<file path="src/sv/odo_pkg.sv">
// ----------------------------------------------------------------------------
// odo_pkg: shared types and constants for the wheel odometry block
// Beat layouts, controller commands, op codes and fixed arithmetic constants.
// ----------------------------------------------------------------------------
`default_nettype none
package odo_pkg;

	// widths of the serial multiply/divide unit
	localparam int NUM_W  = 104;
	localparam int DIV_W  = 64;
	localparam int MCNT_W = 7;

	// width of dl+dr and dr-dl, and of the magnitude of r times either
	localparam int SUM_W = 34;
	localparam int MAG_W = 54;

	localparam int                 C_BITS      = 46;
	localparam logic [C_BITS-1:0]  TURN_TO_BAM = 46'd44798133900178;
	localparam int                 MICRO_BITS  = 20;
	localparam logic [19:0]        MICRO       = 20'd1000000;
	localparam int                 Q30_BITS    = 31;

	localparam logic signed [33:0] CORDIC_GAIN = 34'sd652032874;
	localparam logic signed [33:0] ONE_Q30     = 34'sd1073741824;

	localparam int CFG_IDX_W  = 2;
	localparam int CFG_DATA_W = 24;
	localparam logic [CFG_IDX_W-1:0] REG_RADIUS = 2'd0;
	localparam logic [CFG_IDX_W-1:0] REG_SEP    = 2'd1;

	localparam logic [19:0] RADIUS_RST = 20'd33000;
	localparam logic [23:0] SEP_RST    = 24'd170000;

	// operations of the shared arithmetic unit, in issue order
	localparam logic [2:0] OP_HEAD = 3'd0;
	localparam logic [2:0] OP_MULX = 3'd1;
	localparam logic [2:0] OP_MULY = 3'd2;
	localparam logic [2:0] OP_LIN  = 3'd3;
	localparam logic [2:0] OP_ANG  = 3'd4;

	typedef struct packed {
		logic signed [31:0] left_wheel_angle;
		logic signed [31:0] right_wheel_angle;
		logic [31:0]        sample_time_us;
	} sample_t;

	typedef struct packed {
		logic signed [47:0] pos_x_um;
		logic signed [47:0] pos_y_um;
		logic [31:0]        heading_angle;
		logic signed [31:0] quat_z;
		logic signed [31:0] quat_w;
		logic signed [31:0] linear_speed;
		logic signed [31:0] angular_speed;
		logic               zero_interval_flag;
	} result_t;

	typedef struct packed {
		logic       load;
		logic       prep;
		logic       start;
		logic       apply;
		logic       cordic_start;
		logic       out_load;
		logic [2:0] op;
	} cmd_t;

	typedef struct packed {
		logic unit_done;
		logic cordic_done;
		logic sep_zero;
		logic dt_zero;
		logic out_free;
	} stat_t;

	function automatic logic [31:0] atan_bam(input logic [4:0] i);
		logic [31:0] v;
		case (i)
			5'd0:  v = 32'h20000000;
			5'd1:  v = 32'h12E4051E;
			5'd2:  v = 32'h09FB385B;
			5'd3:  v = 32'h051111D4;
			5'd4:  v = 32'h028B0D43;
			5'd5:  v = 32'h0145D7E1;
			5'd6:  v = 32'h00A2F61E;
			5'd7:  v = 32'h00517C55;
			5'd8:  v = 32'h0028BE53;
			5'd9:  v = 32'h00145F2F;
			5'd10: v = 32'h000A2F98;
			5'd11: v = 32'h000517CC;
			5'd12: v = 32'h00028BE6;
			5'd13: v = 32'h000145F3;
			5'd14: v = 32'h0000A2FA;
			5'd15: v = 32'h0000517D;
			5'd16: v = 32'h000028BE;
			5'd17: v = 32'h0000145F;
			5'd18: v = 32'h00000A30;
			5'd19: v = 32'h00000518;
			5'd20: v = 32'h0000028C;
			5'd21: v = 32'h00000146;
			5'd22: v = 32'h000000A3;
			5'd23: v = 32'h00000051;
			5'd24: v = 32'h00000029;
			5'd25: v = 32'h00000014;
			5'd26: v = 32'h0000000A;
			5'd27: v = 32'h00000005;
			5'd28: v = 32'h00000003;
			5'd29: v = 32'h00000001;
			5'd30: v = 32'h00000001;
			default: v = 32'h00000000;
		endcase
		return v;
	endfunction

	// clip a quotient magnitude to the signed 32 bit range and apply the sign
	function automatic logic [31:0] sat32(input logic [NUM_W-1:0] q, input logic neg);
		logic [NUM_W-1:0] lim;
		logic [31:0]      m;
		lim = neg ? NUM_W'(33'h080000000) : NUM_W'(32'h7FFFFFFF);
		m   = (q > lim) ? lim[31:0] : q[31:0];
		return neg ? (32'd0 - m) : m;
	endfunction

endpackage
`default_nettype wire

</file>
<file path="src/sv/odo_ctrl.sv">
// ----------------------------------------------------------------------------
// odo_ctrl: odometry sequencer
// Steps one sample through the shared arithmetic unit and the CORDIC pair.
// ----------------------------------------------------------------------------
`default_nettype none
module odo_ctrl (
	input  wire                  clk,
	input  wire                  arst_n,
	input  wire                  in_valid,
	output logic                 in_ready,
	input  wire  odo_pkg::stat_t stat,
	output odo_pkg::cmd_t        cmd
);
	import odo_pkg::*;

	localparam logic [2:0] ST_IDLE  = 3'd0;
	localparam logic [2:0] ST_PREP  = 3'd1;
	localparam logic [2:0] ST_ISSUE = 3'd2;
	localparam logic [2:0] ST_WAIT  = 3'd3;
	localparam logic [2:0] ST_CORD  = 3'd4;
	localparam logic [2:0] ST_CWAIT = 3'd5;
	localparam logic [2:0] ST_DONE  = 3'd6;

	logic [2:0] state_q, state_d, op_q, op_d, nxt_st, nxt_op;
	logic       skip;

	// where to go once the current op is finished or skipped
	always_comb begin
		nxt_op = op_q + 3'd1;
		case (op_q)
			OP_HEAD: nxt_st = ST_CORD;
			OP_ANG:  nxt_st = ST_DONE;
			default: nxt_st = ST_ISSUE;
		endcase
		case (op_q)
			OP_HEAD: skip = stat.sep_zero;
			OP_LIN:  skip = stat.dt_zero;
			OP_ANG:  skip = stat.dt_zero || stat.sep_zero;
			default: skip = 1'b0;
		endcase
	end

	always_comb begin
		cmd      = '0;
		cmd.op   = op_q;
		state_d  = state_q;
		op_d     = op_q;
		in_ready = (state_q == ST_IDLE);
		case (state_q)
			ST_IDLE: begin
				if (in_valid) begin
					cmd.load = 1'b1;
					state_d  = ST_PREP;
				end
			end
			ST_PREP: begin
				cmd.prep = 1'b1;
				op_d     = OP_HEAD;
				state_d  = ST_ISSUE;
			end
			ST_ISSUE: begin
				if (skip) begin
					state_d = nxt_st;
					op_d    = nxt_op;
				end else begin
					cmd.start = 1'b1;
					state_d   = ST_WAIT;
				end
			end
			ST_WAIT: begin
				if (stat.unit_done) begin
					cmd.apply = 1'b1;
					state_d   = nxt_st;
					op_d      = nxt_op;
				end
			end
			ST_CORD: begin
				cmd.cordic_start = 1'b1;
				state_d          = ST_CWAIT;
			end
			ST_CWAIT: begin
				if (stat.cordic_done) begin
					op_d    = OP_MULX;
					state_d = ST_ISSUE;
				end
			end
			ST_DONE: begin
				if (stat.out_free) begin
					cmd.out_load = 1'b1;
					state_d      = ST_IDLE;
				end
			end
			default: state_d = ST_IDLE;
		endcase
	end

	always_ff @(posedge clk or negedge arst_n) begin
		if (!arst_n) begin
			state_q <= ST_IDLE;
			op_q    <= OP_HEAD;
		end else begin
			state_q <= state_d;
			op_q    <= op_d;
		end
	end
endmodule
`default_nettype wire

</file>
<file path="config.mk">
export PLATFORM = sky130hd
export DESIGN_NAME = odo_ctrl
export DESIGN_NICKNAME = d
export VERILOG_FILES = /design/src/sv/odo_pkg.sv /design/src/sv/odo_ctrl.sv
export SDC_FILE = /design/constraint.sdc
export NUM_CORES = 1
export LEC_CHECK = 0
export BUFFER_PORTS_ARGS = -buffer_cell sky130_fd_sc_hd__buf_2
export CAP_MARGIN = 30
export CELL_PAD_IN_SITES_DETAIL_PLACEMENT = 1
export CELL_PAD_IN_SITES_GLOBAL_PLACEMENT = 2
export CORE_MARGIN = 4
export CORE_UTILIZATION = 23
export DETAILED_ROUTE_END_ITERATION = 12
export MAX_ROUTING_LAYER = met4
export PLACE_DENSITY_LB_ADDON = 0.1
export SYNTH_ARGS = -nofsm -noshare
export SYNTH_HDL_FRONTEND = slang
export SYNTH_SLANG_ARGS = --single-unit
</file>
<file path="constraint.sdc">
create_clock -name clk -period 1.55 [get_ports clk]
set_input_delay 0 -clock clk [delete_from_list [all_inputs] [get_ports clk]]
set_output_delay 0 -clock clk [all_outputs]
set_load 0.1 [all_outputs]
</file>
### After elaboration in Yosys (flattened, before gate mapping)

Index checks and enable logic that the tools add are counted.
Widths: inputs -> output; s select.

* bits in writable memories: 0
* bits in latches: 0
* output and inout bits: 10
* memories kept: 0
* register bits after elaboration: 6
* bits in read-only memories: 0

* $mul: 0
* shift-type cells: 0
* bitwise gates (word level): 0
* divide/modulo/power cells: 0
* $add $sub $neg: 1
* equal/unequal tests: 13
* reduce and logical (&&, ||, !) cells: 6
* muxes and demuxes: 22
* magnitude comparators: 0

Operators by type and width (count)
* $mux 3: 8
* $pmux 3 s7: 1
* $eq 3x3->1 const B: 4
* $pmux 3 s4: 1
* $mux 1: 10
* $ne 2x2->1 const B: 5
* $eq 3x2->1 const B: 3
* $reduce_and 4->1: 2
* $logic_not 3->1: 2
* $pmux 3 s2: 1
* $reduce_bool 4->1: 1
* $add 3x1->3 const B: 1
* $eq 3x1->1 const B: 1
* $pmux 1 s3: 1
* $logic_or 1x1->1: 1

### Depth between registers and ports, before layout

* depth in word-level cells: 4
* mapped depth: 6

### Worst setup path before layout

No wires, ideal clock.

* kind: flip-flop to output port
* start point: register state_q[1]
* end point: output port cmd[8] (netlist name)
* buffers on the path: 1
* stages on the path, launching flop included: 4
* data arrival time: 3636 ps
* setup slack: -2086 ps
* required time: 1550 ps
* path through: dfrtp_1 > buf_2 > nor3_1 > and2_1

RTL lines
* start, declared: RTL line odo_ctrl.sv:24 `logic [2:0] state_q, state_d, op_q, op_d, nxt_st, nxt_op;`
* start signal, assigned: RTL line odo_ctrl.sv:102 `state_q <= state_d;`
* end, declared: RTL line odo_ctrl.sv:12 `output odo_pkg::cmd_t cmd`

==> results.cfg <==
[status]
run_status = complete, but fails checks
violations = setup timing

[worst_setup_path]
worst_setup_path_start_kind = register
setup.worst_path.end_class = primary output
setup.worst_path.class = reg -> out
crit_path_max_incr_delay_ps = 500
path_max_fanout = 2
worst-endpoint-required_ps = 1550
worstSetupStartpoint = op_q[1]$_DFFE_PN0P_
crit_path_end = cmd[6]
library_cell_contributing_the_largest_single_delay_on_the_critical_path = dfrtp_4
worst-endpoint-arrival_ps = 1800
worst_r2r_endpoint = state_q[1]$_DFFE_PN0P_
timing.critical_path.max_delay_family = flip-flops
crit_path_frequent_cell = ha_4
critical_path_buf_inv_count = 1
critical_path.cell_chain = ha_4 > ha_4 > a221o_1 > nor2_4 > buf_12
timing.critical_path.depth = 5
worstReg2RegStart = op_q[1]$_DFFE_PN0P_
rr_worst_depth = 7
setup.reg_to_reg.worst_slack_ps = -230

[floorplan]
die-area_um2 = 2935
design.core.area_um2 = 2002
rows = 16
boundaryPins = 18
fp.dieH_um = 54.18
die_width_um = 54.18
initial_standard_cell_utilization_of_the_core = 0.2450

[clocking]
cts_root_cell = clkbuf_4
worstSkewPairLatency_ps = 250
clock_tree.buffer_depth = 2
h-tree-depth = 1
cts_num_sinks = 6
cts_inserted_buffers = 3
cts.reportedPaths.clkPinSlew_ps = 50
cts_tree = built

[route]
routed-via-count = 583
drt_first_pass_iters = 4
top_layer = met4
drt_iter0_drc = 9
routed_wire_length_per_instance_um = 14.55
met1Wirelength_um = 781
length_of_routed_met2_wiring_um = 899
drc_errors = 0
drt.antenna.violating_nets = 0
avgViaCountPerCell = 4.740
dr_wl_met3_um = 73
drt-total-wl_um = 1790

[synth]
synth_seq_cells = 6
average_instance_area_after_synthesis_um2 = 8.456
yosys_most_used_dff = dfrtp_1
post-synth-top-area-fraction = 0.3061
synth.top_cells.by_count = dfrtp_1, nand2_1, a21oi_1, nand2b_1, nor2_1
synth_sequential_area_ratio = 0.3061
syn-cell-area_um2 = 490.5
synthArstFlopShare = 1.000
post-synth-top-count-cell = dfrtp_1
syn-instance-count = 58
ys_types = 30
synth.yosys.warnings = 0
netlist.top_cell.by_area = dfrtp_1
synth_nets = 69
netlist_top_cells_area = dfrtp_1, ha_1, nand2b_1
synth-edff-count = 0

[timing]
report.final.hold_viol_count = 0
final.setup_skew_ps = 10.18
worst_pin_slew_ps = 495.9
finalSetupViolCount = 7
setup-tns-final_ps = -1316
min_period_ps = 1796
post-route-worst-setup-slack_ps = -246.3
final.period_utilization = 1.159
maxSlewViolCount = 0
max_clock_freq_ghz = 0.5567
rsz_0062_raised_after_global_routing = yes
max_slew_margin = 0.6717

[finish]
layout.cells.non_filler = 123
n_fill_cell = 229
design.final.nets = 108
seq_area_um2 = 162.7
layout.core_utilization = 0.5075
multi_input_comb_area_um2 = 414.1
areaGrowthSynthToFinish_pct = 107.1
layout-drive-gt1-share = 0.6771
antenna_cells = 0

[global_route]
grt-ovfl-total = 0
grt_pass1_wl_um = 2635
number_of_antenna_violations_at_the_first_check_in_global_routing = 0
grt_max_degree = 10
vias_in_the_first_global_route = 585
total_grt_usage = 0.1278

[placement]
port_buffers = 17
placed_cells = 109
globalplace.congestion = 0.7350
dpl.hpwl_um = 1235

[run]
max_cap_viol_count = 0

[worst_hold_path]
hold_path_class = in -> async
## flip-flops by register name, indices dropped and copies added, names as in the netlist
name,cells
state_q,3
op_q,3
## worst reg2reg max path: cells and delay by family (launching register included)
| kind | cells | cell delay, ps |
|---|---|---|
| flip-flops | 1 | 500 |
| buffers and inverters | 2 | 230 |
| AO/OA/AOI/OAI | 3 | 640 |
| adder cells (fa/ha/maj) | 2 | 320 |
## area by class of cell
type                    instances  area share
flip-flops and latches          6      0.1601
well taps                      27     0.03325
repair buffers                 37      0.3559
inverters                       4     0.01724
multi-input cells              45      0.4076
clock buffers                   4     0.02586
## through the flow
step | setup slack [ps] | cell area [µm²] | hold WS, ps
after floorplan | -568.3 | 554.3 | -295.6
after global placement | -69.49 | 833.3 | -167.0
after detailed placement | -72.62 | 833.3 | -166.4
after CTS | -262.0 | 918.4 | 86.89
after global routing | -289.5 | 1016 | 108.5
final | -246.3 | 1016 | 98.55
## layout by cell type (no fill, tap or decap), types with 3 or more instances in the layout
cell type  instances
clkbuf_4           3
buf_2             10
nand2b_1           4
ha_4               3
buf_12             7
buf_6              5
nand2_1            4
nor2_2             3
buf_4             14
dfrtp_4            3
## cell families after synthesis
| kind of cell | count (synthesis) | synth area share |
|---|---|---|
| muxes | 1 | 0.02296 |
| AOI/OAI and AO/OA | 22 | 0.3291 |
| and+or+nand+nor | 19 | 0.1939 |
| buffers and inverters | 7 | 0.07140 |
| DFF | 6 | 0.3061 |
| adders and majority gates | 3 | 0.07654 |
## per-layer routing
layer,global-route usage,vias up
li1,-,287
met2,0.2012,16
met5,-,-
met4,0.04979,0
met1,0.1645,276
met3,0.01662,4
## worst min path at each step
stage | startpoint | to | depth (start not counted)
after floorplan | arst_n | state_q[0]$_DFFE_PN0P_ | 0
after global placement | arst_n | op_q[2]$_DFFE_PN0P_ | 1
after CTS | arst_n | op_q[1]$_DFFE_PN0P_ | 2
final | arst_n | op_q[1]$_DFFE_PN0P_ | 2
after global routing | arst_n | op_q[1]$_DFFE_PN0P_ | 2
after detailed placement | arst_n | op_q[1]$_DFFE_PN0P_ | 1
## repair_timing
| action | 4_1_cts | 5_1_grt |
|---|---|---|
| pin swaps | 6 | 11 |
| hold buffers | 1 | 0 |
| buffers inserted | 5 | 5 |
| hold endpoints to repair | 6 | 0 |
| setup endpoints to repair | 6 | 7 |
| gates resized for setup | 3 | 15 |
Power is left out: the tool's default activity adds up to more than one toggle a clock period on the data nets, which glitch-free logic cannot reach.
